### src/design/tpf_pkg.sv
// Shared types and constants for the TCP port range packet filter.
package tpf_pkg;

  localparam int unsigned COUNT_W = 7;

  localparam logic [COUNT_W-1:0] COUNT_MAX      = 7'd127;
  localparam logic [COUNT_W-1:0] POS_ETYPE_HI   = 7'd12;
  localparam logic [COUNT_W-1:0] POS_ETYPE_LO   = 7'd13;
  localparam logic [COUNT_W-1:0] POS_IHL        = 7'd14;
  localparam logic [COUNT_W-1:0] POS_PROTO      = 7'd23;
  localparam logic [COUNT_W-1:0] POS_DADDR_LO   = 7'd30;
  localparam logic [COUNT_W-1:0] POS_DADDR_HI   = 7'd33;
  localparam logic [COUNT_W-1:0] POS_PORT_BASE  = 7'd16;
  localparam logic [COUNT_W-1:0] MIN_LENGTH     = 7'd34;

  localparam logic [15:0] ETHERTYPE_IPV4 = 16'h0800;
  localparam logic [7:0]  PROTO_TCP      = 8'd6;

  localparam logic [31:0] RESET_MATCH_ADDRESS = 32'h7f00_0001;
  localparam logic [15:0] RESET_RANGE_LOW     = 16'd4000;
  localparam logic [15:0] RESET_RANGE_HIGH    = 16'd5000;
  localparam logic [15:0] RESET_ALLOWED_PORT  = 16'd4040;

  typedef enum logic [1:0] {
    REG_MATCH_ADDRESS = 2'd0,
    REG_RANGE_LOW     = 2'd1,
    REG_RANGE_HIGH    = 2'd2,
    REG_ALLOWED_PORT  = 2'd3
  } reg_idx_t;

  typedef struct packed {
    logic [31:0] match_address;
    logic [15:0] range_low_port;
    logic [15:0] range_high_port;
    logic [15:0] allowed_port;
  } cfg_t;

  // Per-frame summary handed from the parser to the verdict stage.
  typedef struct packed {
    logic        len_ok;
    logic        tcp_ok;
    logic [31:0] dest_address;
    logic [15:0] dst_port;
  } frame_rec_t;

endpackage

### src/design/tcp_port_range_packet_filter.sv
// TCP port range packet filter: byte-stream frame parser with per-frame drop verdict.
//
// Input side is a queue: frame bytes go in with push while full is low, one byte per
// item, frame_last high on the final byte of each frame. Result side is a queue too:
// while empty is low, drop_frame and port_in_range hold the verdict of the oldest
// finished frame, and pop takes it. Exactly one result comes out per frame.
// Throughput is one byte per cycle while full is low. A verdict reaches the result ports
// through registers: the parser writes a summary into a QUEUE_DEPTH-entry queue at the
// edge that takes its final byte, and the verdict stage moves it into the output
// register once that register is empty or being popped.
// When the receiver stalls, the output register holds, the queue fills with summaries
// of later frames, and full rises only once QUEUE_DEPTH summaries wait behind it.
// Configuration writes (cfg_write, cfg_index, cfg_data) take effect at the next edge
// and are to be made while no frame is in flight.
// Synchronous reset restores the default registers (127.0.0.1, ports 4000 to 5000,
// port 4040 allowed), clears the parser and empties both queues.
module tcp_port_range_packet_filter
  import tpf_pkg::*;
#(
  parameter int unsigned QUEUE_DEPTH = 4
) (
  input  logic        clk,
  input  logic        rst,
  input  logic        push,
  output logic        full,
  input  logic [7:0]  frame_byte,
  input  logic        frame_last,
  output logic        empty,
  input  logic        pop,
  output logic        drop_frame,
  output logic        port_in_range,
  input  logic        cfg_write,
  input  logic [1:0]  cfg_index,
  input  logic [31:0] cfg_data
);

  localparam int unsigned REC_W = $bits(frame_rec_t);

  cfg_t       cfg;
  logic       accept;
  logic       rec_write;
  frame_rec_t rec;
  frame_rec_t head;
  logic [REC_W-1:0] head_bits;
  logic       q_read;
  logic       q_empty;

  always_ff @(posedge clk) begin
    if (rst) begin
      cfg.match_address   <= RESET_MATCH_ADDRESS;
      cfg.range_low_port  <= RESET_RANGE_LOW;
      cfg.range_high_port <= RESET_RANGE_HIGH;
      cfg.allowed_port    <= RESET_ALLOWED_PORT;
    end else if (cfg_write) begin
      unique case (reg_idx_t'(cfg_index))
        REG_MATCH_ADDRESS: cfg.match_address   <= cfg_data;
        REG_RANGE_LOW:     cfg.range_low_port  <= cfg_data[15:0];
        REG_RANGE_HIGH:    cfg.range_high_port <= cfg_data[15:0];
        REG_ALLOWED_PORT:  cfg.allowed_port    <= cfg_data[15:0];
      endcase
    end
  end

  assign accept = push && !full;

  tpf_front u_front (
    .clk        (clk),
    .rst        (rst),
    .accept     (accept),
    .frame_byte (frame_byte),
    .frame_last (frame_last),
    .rec_write  (rec_write),
    .rec        (rec)
  );

  tpf_fifo #(
    .WIDTH (REC_W),
    .DEPTH (QUEUE_DEPTH)
  ) u_queue (
    .clk        (clk),
    .rst        (rst),
    .write      (rec_write),
    .write_data (rec),
    .read       (q_read),
    .read_data  (head_bits),
    .full       (full),
    .empty      (q_empty)
  );

  assign head = frame_rec_t'(head_bits);

  tpf_back u_back (
    .clk           (clk),
    .rst           (rst),
    .cfg           (cfg),
    .head          (head),
    .q_empty       (q_empty),
    .q_read        (q_read),
    .pop           (pop),
    .empty         (empty),
    .drop_frame    (drop_frame),
    .port_in_range (port_in_range)
  );

`ifndef ASSERT_OFF
  a_drop_implies_range: assert property (@(posedge clk) disable iff (rst)
    !empty && drop_frame |-> port_in_range)
    else $error("drop verdict without port in range");

  a_last_queues_summary: assert property (@(posedge clk) disable iff (rst)
    accept && frame_last |=> !q_empty)
    else $error("final byte did not queue a frame summary");

  a_reset_clears: assert property (@(posedge clk)
    rst |=> empty && !full && q_empty)
    else $error("queues not empty after reset");

  a_read_loads_output: assert property (@(posedge clk) disable iff (rst)
    q_read |=> !empty)
    else $error("summary read without a visible result");
`endif

endmodule

### src/design/tpf_fifo.sv
// Small register FIFO between the frame parser and the verdict stage.
module tpf_fifo
  import tpf_pkg::*;
#(
  parameter int unsigned WIDTH = 50,
  parameter int unsigned DEPTH = 4
) (
  input  logic             clk,
  input  logic             rst,
  input  logic             write,
  input  logic [WIDTH-1:0] write_data,
  input  logic             read,
  output logic [WIDTH-1:0] read_data,
  output logic             full,
  output logic             empty
);

  localparam int unsigned PTR_W = (DEPTH > 1) ? $clog2(DEPTH) : 1;
  localparam int unsigned CNT_W = $clog2(DEPTH + 1);

  logic [WIDTH-1:0] mem [DEPTH];
  logic [PTR_W-1:0] wr_ptr;
  logic [PTR_W-1:0] rd_ptr;
  logic [CNT_W-1:0] count;

  function automatic logic [PTR_W-1:0] ptr_inc(input logic [PTR_W-1:0] p);
    if (p == PTR_W'(DEPTH - 1)) begin
      return '0;
    end
    return p + PTR_W'(1);
  endfunction

  assign full      = (count == CNT_W'(DEPTH));
  assign empty     = (count == '0);
  assign read_data = mem[rd_ptr];

  always_ff @(posedge clk) begin
    if (write) begin
      mem[wr_ptr] <= write_data;
    end
  end

  always_ff @(posedge clk) begin
    if (rst) begin
      wr_ptr <= '0;
      rd_ptr <= '0;
      count  <= '0;
    end else begin
      if (write) begin
        wr_ptr <= ptr_inc(wr_ptr);
      end
      if (read) begin
        rd_ptr <= ptr_inc(rd_ptr);
      end
      if (write && !read) begin
        count <= count + CNT_W'(1);
      end else if (read && !write) begin
        count <= count - CNT_W'(1);
      end
    end
  end

endmodule

### src/design/tpf_front.sv
// Frame parser: counts bytes, captures header fields, emits one summary per frame.
module tpf_front
  import tpf_pkg::*;
(
  input  logic       clk,
  input  logic       rst,
  input  logic       accept,
  input  logic [7:0] frame_byte,
  input  logic       frame_last,
  output logic       rec_write,
  output frame_rec_t rec
);

  logic [COUNT_W-1:0] byte_count, byte_count_next;
  logic [15:0]        ether_type, ether_type_next;
  logic [3:0]         header_words, header_words_next;
  logic [7:0]         ip_protocol, ip_protocol_next;
  logic [31:0]        dest_address, dest_address_next;
  logic [15:0]        dst_port, dst_port_next;
  logic [COUNT_W-1:0] port_pos;
  logic [COUNT_W-1:0] hdr_len_min;

  always_comb begin
    port_pos          = POS_PORT_BASE + {1'b0, header_words, 2'b00};
    ether_type_next   = ether_type;
    header_words_next = header_words;
    ip_protocol_next  = ip_protocol;
    dest_address_next = dest_address;
    dst_port_next     = dst_port;

    if (byte_count == POS_ETYPE_HI || byte_count == POS_ETYPE_LO) begin
      ether_type_next = {ether_type[7:0], frame_byte};
    end
    if (byte_count == POS_IHL) begin
      header_words_next = frame_byte[3:0];
    end
    if (byte_count == POS_PROTO) begin
      ip_protocol_next = frame_byte;
    end
    if (byte_count >= POS_DADDR_LO && byte_count <= POS_DADDR_HI) begin
      dest_address_next = {dest_address[23:0], frame_byte};
    end
    if (byte_count == port_pos || byte_count == port_pos + COUNT_W'(1)) begin
      dst_port_next = {dst_port[7:0], frame_byte};
    end

    byte_count_next = (byte_count == COUNT_MAX) ? byte_count : byte_count + COUNT_W'(1);
    hdr_len_min     = MIN_LENGTH + {1'b0, header_words_next, 2'b00};

    rec.len_ok       = (byte_count_next >= MIN_LENGTH) && (byte_count_next >= hdr_len_min);
    rec.tcp_ok       = (ether_type_next == ETHERTYPE_IPV4) && (ip_protocol_next == PROTO_TCP);
    rec.dest_address = dest_address_next;
    rec.dst_port     = dst_port_next;
  end

  assign rec_write = accept && frame_last;

  always_ff @(posedge clk) begin
    if (rst || rec_write) begin
      byte_count   <= '0;
      ether_type   <= '0;
      header_words <= '0;
      ip_protocol  <= '0;
      dest_address <= '0;
      dst_port     <= '0;
    end else if (accept) begin
      byte_count   <= byte_count_next;
      ether_type   <= ether_type_next;
      header_words <= header_words_next;
      ip_protocol  <= ip_protocol_next;
      dest_address <= dest_address_next;
      dst_port     <= dst_port_next;
    end
  end

endmodule

### src/design/tpf_back.sv
// Verdict stage: compares a frame summary against the configuration into an output register.
module tpf_back
  import tpf_pkg::*;
(
  input  logic       clk,
  input  logic       rst,
  input  cfg_t       cfg,
  input  frame_rec_t head,
  input  logic       q_empty,
  output logic       q_read,
  input  logic       pop,
  output logic       empty,
  output logic       drop_frame,
  output logic       port_in_range
);

  logic out_valid;
  logic in_range;
  logic drop;

  always_comb begin
    in_range = head.len_ok && head.tcp_ok && (head.dest_address == cfg.match_address)
               && (head.dst_port >= cfg.range_low_port)
               && (head.dst_port <= cfg.range_high_port);
    drop     = in_range && (head.dst_port != cfg.allowed_port);
  end

  assign q_read = !q_empty && (!out_valid || pop);
  assign empty  = !out_valid;

  always_ff @(posedge clk) begin
    if (rst) begin
      out_valid <= 1'b0;
    end else if (q_read) begin
      out_valid <= 1'b1;
    end else if (pop) begin
      out_valid <= 1'b0;
    end
  end

  always_ff @(posedge clk) begin
    if (q_read) begin
      drop_frame    <= drop;
      port_in_range <= in_range;
    end
  end

endmodule

### config.mk
export PLATFORM = sky130hd
export DESIGN_NAME = tcp_port_range_packet_filter
export DESIGN_NICKNAME = d
export VERILOG_FILES = /design/src/design/tpf_pkg.sv /design/src/design/tcp_port_range_packet_filter.sv /design/src/design/tpf_fifo.sv /design/src/design/tpf_front.sv /design/src/design/tpf_back.sv
export SDC_FILE = /design/constraint.sdc
export NUM_CORES = 1
export LEC_CHECK = 0
export BUFFER_PORTS_ARGS = -buffer_cell sky130_fd_sc_hd__clkbuf_2
export CAP_MARGIN = 20
export CORE_MARGIN = 4
export CORE_UTILIZATION = 50
export CTS_BUF_LIST = sky130_fd_sc_hd__clkbuf_4 sky130_fd_sc_hd__clkbuf_8
export CTS_CLUSTER_DIAMETER = 60
export DETAILED_ROUTE_END_ITERATION = 10
export GPL_TIMING_DRIVEN = 0
export PLACE_DENSITY = 0.66
export SLEW_MARGIN = 10
export SYNTH_ARGS = -nofsm -noshare
export SYNTH_HDL_FRONTEND = slang
export SYNTH_SLANG_ARGS = --single-unit
### constraint.sdc
create_clock -name clk -period 7.1 [get_ports clk]
set_input_delay 2.13 -clock clk [delete_from_list [all_inputs] [get_ports clk]]
set_output_delay 2.13 -clock clk [all_outputs]
set_load 0.01 [all_outputs]
==> results.cfg, run 1 <==
[status]
status = finished clean

[worst_setup_path]
cp.arrival_ps = 4670
r2r_setup_slack_ps = 2750
end_kind = register
crit_type = register to register
startpoint_type = register
crit_required_ps = 7420
worst-path-max-fanout = 10

[synth]
ys.flop_type = edfxtp_1
ys_top_cells_by_area = edfxtp_1 (38%), dfxtp_1 (22%), mux4_2 (6.4%), nand2_1 (4.9%), ha_1 (3.8%)
syn-cell-area_mm2 = 0.0159
yosysSeqAreaShare_pct = 59.8
avgSynthCellArea_um2 = 11.8
synth-seq-cells = 375
yosys_warnings = 0
netlist-cell-type-count = 53
synth_area_leader_cell = edfxtp_1
synth_top_area_share_pct = 38.1
synthArstFlopShare_pct = 0
syn_nets = 1446
synth_edf_count = 202
syn_inst = 1349

[floorplanning]
die_h_um = 187
die_width_um = 187
start_util_pct = 50.6
placementRows = 65
coreArea_mm2 = 0.0315
io_pins = 52
die_area_mm2 = 0.0348

[pwr]
power_mw = 6.08
power_density_mw_per_mm2 = 337
p_leak_nw = 6.68
irDropWorstVdd_v = 0.000164

[timing]
fin_worst_skew_ps = 31.2
fmax_mhz = 230
finalSetupViolCount = 0
post-route-period-util_pct = 61.2
hold_viol_final = 0
finalSetupTns_ps = 0
relSlewSlack_pct = 34.8
worst_pin_slew_ps = 953
fin_crit_ps = 4350
slew_violations = 0
grt_setup_unrepaired = no

[global_route]
grt_pass1_vias = 10700
grt_antenna_before_repair = 0
grt_pass1_wl_mm = 59.3
track_usage_pct = 21.6
grt_max_degree = 51
grt-ovfl-total = 0

[cts]
clockBufferDepth = 3
clk_latency_ps = 610
ctsResizeCount = 0
clkSinkCount = 375
htree_num_levels = 2
cts_hold_buf = 0
tritoncts = done
clk_pin_slew_ps = 70
root_buffer = clkbuf_8
cts_made_buffers = 60
cts_setup_buffers = 0

[routing]
via_per_inst = 5.58
wl_per_cell_um = 19.8
route.detailed.drc = 0
routed_wl_mm = 37.9
first_pass_iters = 5
via_count = 10700
ant_nets = 0
first_iter_violations = 736

[finish]
fillerInstances = 2640
regArea_mm2 = 0.00953
n_antenna_cell = 0
final_common_cell = nand2_1
fin_nets = 1558
layout_common_cells = nand2_1 (208), edfxtp_1 (202), dfxtp_1 (173), nor2_1 (134), a21oi_1 (92)
multiInputGateArea_mm2 = 0.00596
syn_to_final_growth_pct = 13.1
drive_above_1_share_pct = 17.3

[placement]
gp_congestion = 0.883
hpwl_mm = 26.1
io_buffers = 49

[worst_hold_path]
hp-class = register to register

[flow_run]
drv_cap = 0
-- area by class of cell --
| cell class | count | share of cell area (%) |
|---|---|---|
| sequential | 375 | 52.9 |
| multi-input combinational | 858 | 33.1 |
| clock buffer | 88 | 6.03 |
| tap | 402 | 2.79 |
| buffer | 73 | 1.71 |
| timing repair buffer | 50 | 1.39 |
| clock inverter | 26 | 1.22 |
| inverter | 43 | 0.896 |
-- per-stage QoR --
stage,hold slack [ps],area [um^2],setup WS [ps],util [%],cells
2_1_floorplan,431,15900,2700,-,1349
3_3_place_gp,440,16700,1030,53.0,1800
3_5_place_dp,442,16700,2390,53.1,1800
4_1_cts,450,18000,2710,57.2,1914
5_1_grt,474,18000,2460,57.2,1915
6_report,454,18000,2750,57.2,1915
-- worst paths after layout --
check | from | end | depth (start not counted)
setup / recovery | register | u_back.drop_frame | 12
hold / removal | u_front.ether_type[15] | u_front.ether_type[15] | 2
setup reg to reg | register | u_back.drop_frame | 12
hold reg to reg | u_front.ether_type[15] | u_front.ether_type[15] | 2
-- synth_stat cells, drive strengths merged (21+ instances only) --
library cell	number
edfxtp	202
nand3b	21
nor3	59
nand2	208
ha	48
dfxtp	173
mux2	50
a21oi	92
inv	43
mux4	45
xnor2	38
nor2	134
clkbuf	54
-- critical path: stages (launching register included) --
cell and delay (ps):
dfxtp_1 320, buf_2 210, buf_2 320, buf_1 620, mux4_2 490, ha_1 220, or3b_2 440, o211ai_1 110
a21oi_1 80, o21ai_0 160, nand2_1 70, a2111oi_0 860, nor3b_1 130
-- state kept, by name, summed over array words and instances, names as in the netlist, named ones only --
signal                count
cfg                      80
u_queue.count             3
u_queue.wr_ptr            2
u_front.header_words      4
u_back.port_in_range      1
u_front.ip_protocol       8
u_back.out_valid          1
u_front.ether_type       16
u_front.dst_port         16
u_front.byte_count        7
u_front.dest_address     32
u_queue.rd_ptr            2
u_back.drop_frame         1
u_queue.mem             200
-- report_power, final --
part	leakage (nW)	switching [mW]	internal, mW
Sequential	3.30	0.0837	2.50
Combinational	2.70	0.887	0.650
Clock	0.686	0.838	1.13
-- logic make-up after synthesis --
group,count (synthesis),share of synthesized area [%]
AOI/OAI and AO/OA,140,5.10
xor gates and xnor gates,58,3.19
adders and majority gates,49,3.90
buffers and inverters,116,2.94
DFF,375,59.8
muxes,115,11.2
and+or+nand+nor,496,13.9
-- routing by layer --
layer  routed length (um)  track usage, %
met1                17200            30.4
met2                17500            34.4
met3                 2050            3.67
met4                 1240            7.31
met5                    0               0
Note: power is estimated with default switching activity, not from simulation.
==> run 2, diff against run 1 <==
Settings changed: PLACE_DENSITY 0.66 to 0.69.
Clock period 7.1 ns to 3.8 ns, I/O delays scaled along.
==> results.cfg, run 2 (synthesis gave the netlist of run 1 again) <==
[cts]
cts_setup_buffers = 0
root_buffer = clkbuf_8
clk_pin_slew_ps = 60
htree_num_levels = 2
cts_made_buffers = 60
clockBufferDepth = 3
tritoncts = done
clk_latency_ps = 590
clkSinkCount = 375

[floorplanning]
placementRows = 65
io_pins = 52
die_h_um = 187
die_width_um = 187
die_area_mm2 = 0.0348
start_util_pct = 50.6
coreArea_mm2 = 0.0315

[worst_setup_path]
crit_type = register to register
crit_required_ps = 4120
cp.arrival_ps = 4000
end_kind = register
worst-path-max-fanout = 10
startpoint_type = register

[timing]
grt_setup_unrepaired = no
slew_violations = 0
fmax_mhz = 272
finalSetupTns_ps = 0
finalSetupViolCount = 0
post-route-period-util_pct = 96.7
fin_worst_skew_ps = 16.2
hold_viol_final = 0
relSlewSlack_pct = 41.0
worst_pin_slew_ps = 882
fin_crit_ps = 3670

[worst_hold_path]
hp-class = register to register
worstHoldStart = u_front.ether_type[9]

[pwr]
p_leak_nw = 6.67
irDropWorstVdd_v = 0.000352
power_density_mw_per_mm2 = 626

[placement]
io_buffers = 49
hpwl_mm = 26.1
dpl-instance-area_mm2 = 0.0167
gp_congestion = 0.936

[global_route]
grt_pass1_vias = 10600
grt_antenna_before_repair = 0
track_usage_pct = 21.2
grt_max_degree = 51
grt-ovfl-total = 0
grt_pass1_wl_mm = 58.4

[routing]
via_count = 10700
ant_nets = 0
first_iter_violations = 696
wl_per_cell_um = 19.5
via_per_inst = 5.61
first_pass_iters = 5
route.detailed.drc = 0
routed_wl_mm = 37.4

[finish]
final_common_cell = nand2_1
largest_reg_flops = 200
n_antenna_cell = 0
fin_nets = 1558
layout_common_cells = nand2_1 (208), edfxtp_1 (202), dfxtp_1 (172), nor2_1 (134), a21oi_1 (92)
largestRegisters = u_queue.mem (200), cfg (80), u_front.dest_address (32)
multiInputGateArea_mm2 = 0.00598
drive_above_1_share_pct = 17.4
syn_to_final_growth_pct = 12.9
top_register = u_queue.mem
regArea_mm2 = 0.00953
fillerInstances = 2577
fin_area_mm2 = 0.0180

[flow_run]
drv_cap = 0

[status]
status = finished clean
==> run 2: changes by cell type in the layout (fill, tap and decap cells not counted), moves of 2 or more <==
cell      delta
clkinv_2     +2
clkbuf_8     -5
clkbuf_4     +2
buf_6        +3
buf_2        -3
==> run 2: critical path: stages (launching register included) <==
cell       delay, ps
dfxtp_2          420
buf_6            230
buf_6            200
mux4_2           570
inv_1            110
ha_1             230
or3b_2           480
o211ai_1         120
a21oi_1           90
o21ai_0          250
nand2_1          140
a2111oi_4        430
nor2b_1          120
==> run 2: layer usage <==
| layer | part of all wire [%] | track usage [%] |
|---|---|---|
| met2 | 46 | 33.7 |
| met4 | 3.2 | 7.62 |
| met3 | 6.9 | 3.74 |
| met5 | 0 | 0 |
| met1 | 44 | 29.8 |
==> run 2: area by class of cell <==
type | instances | area share [%]
Buffer | 73 | 1.84
Clock inverter | 28 | 1.13
Inverter | 43 | 0.897
Tap cell | 402 | 2.80
Sequential cell | 375 | 53.0
Clock buffer | 85 | 5.74
Multi-Input combinational cell | 858 | 33.2
Timing Repair Buffer | 50 | 1.39
==> run 2: path summary, 6_finish.rpt <==
path / depth (start not counted) / slack (ps) / to
max reg2reg: 12 / 130 / u_back.port_in_range
min reg2reg: 2 / 450 / u_front.ether_type[9]
min: 2 / 450 / u_front.ether_type[9]
max: 12 / 130 / u_back.port_in_range
==> run 2: timing repair <==
item,in CTS,in global routing
pin swaps,0,1
gates resized for setup,9,5
endpoints found under the setup margin,2,2
hold buffers,0,0
==> run 2: power breakdown <==
group	internal [mW]	switching [mW]	leakage, nW
clock	1.96	1.56	0.658
sequential	4.66	0.156	3.30
combinational	1.25	1.67	2.71
total	7.87	3.38	6.67
==> run 2: through the flow <==
| step | setup slack, ps | cells | power, mW | hold WS, ps | util [%] |
|---|---|---|---|---|---|
| 2_1_floorplan | 391 | 1349 | 6.92 | 431 | - |
| 3_3_place_gp | -1120 | 1800 | 7.68 | 440 | 53.0 |
| 3_5_place_dp | -742 | 1800 | 7.76 | 444 | 53.1 |
| 4_1_cts | 25.8 | 1913 | 11.3 | 452 | 57.1 |
| 5_1_grt | 18.9 | 1914 | 11.8 | 480 | 57.2 |
| 6_report | 126 | 1914 | 11.3 | 452 | 57.2 |
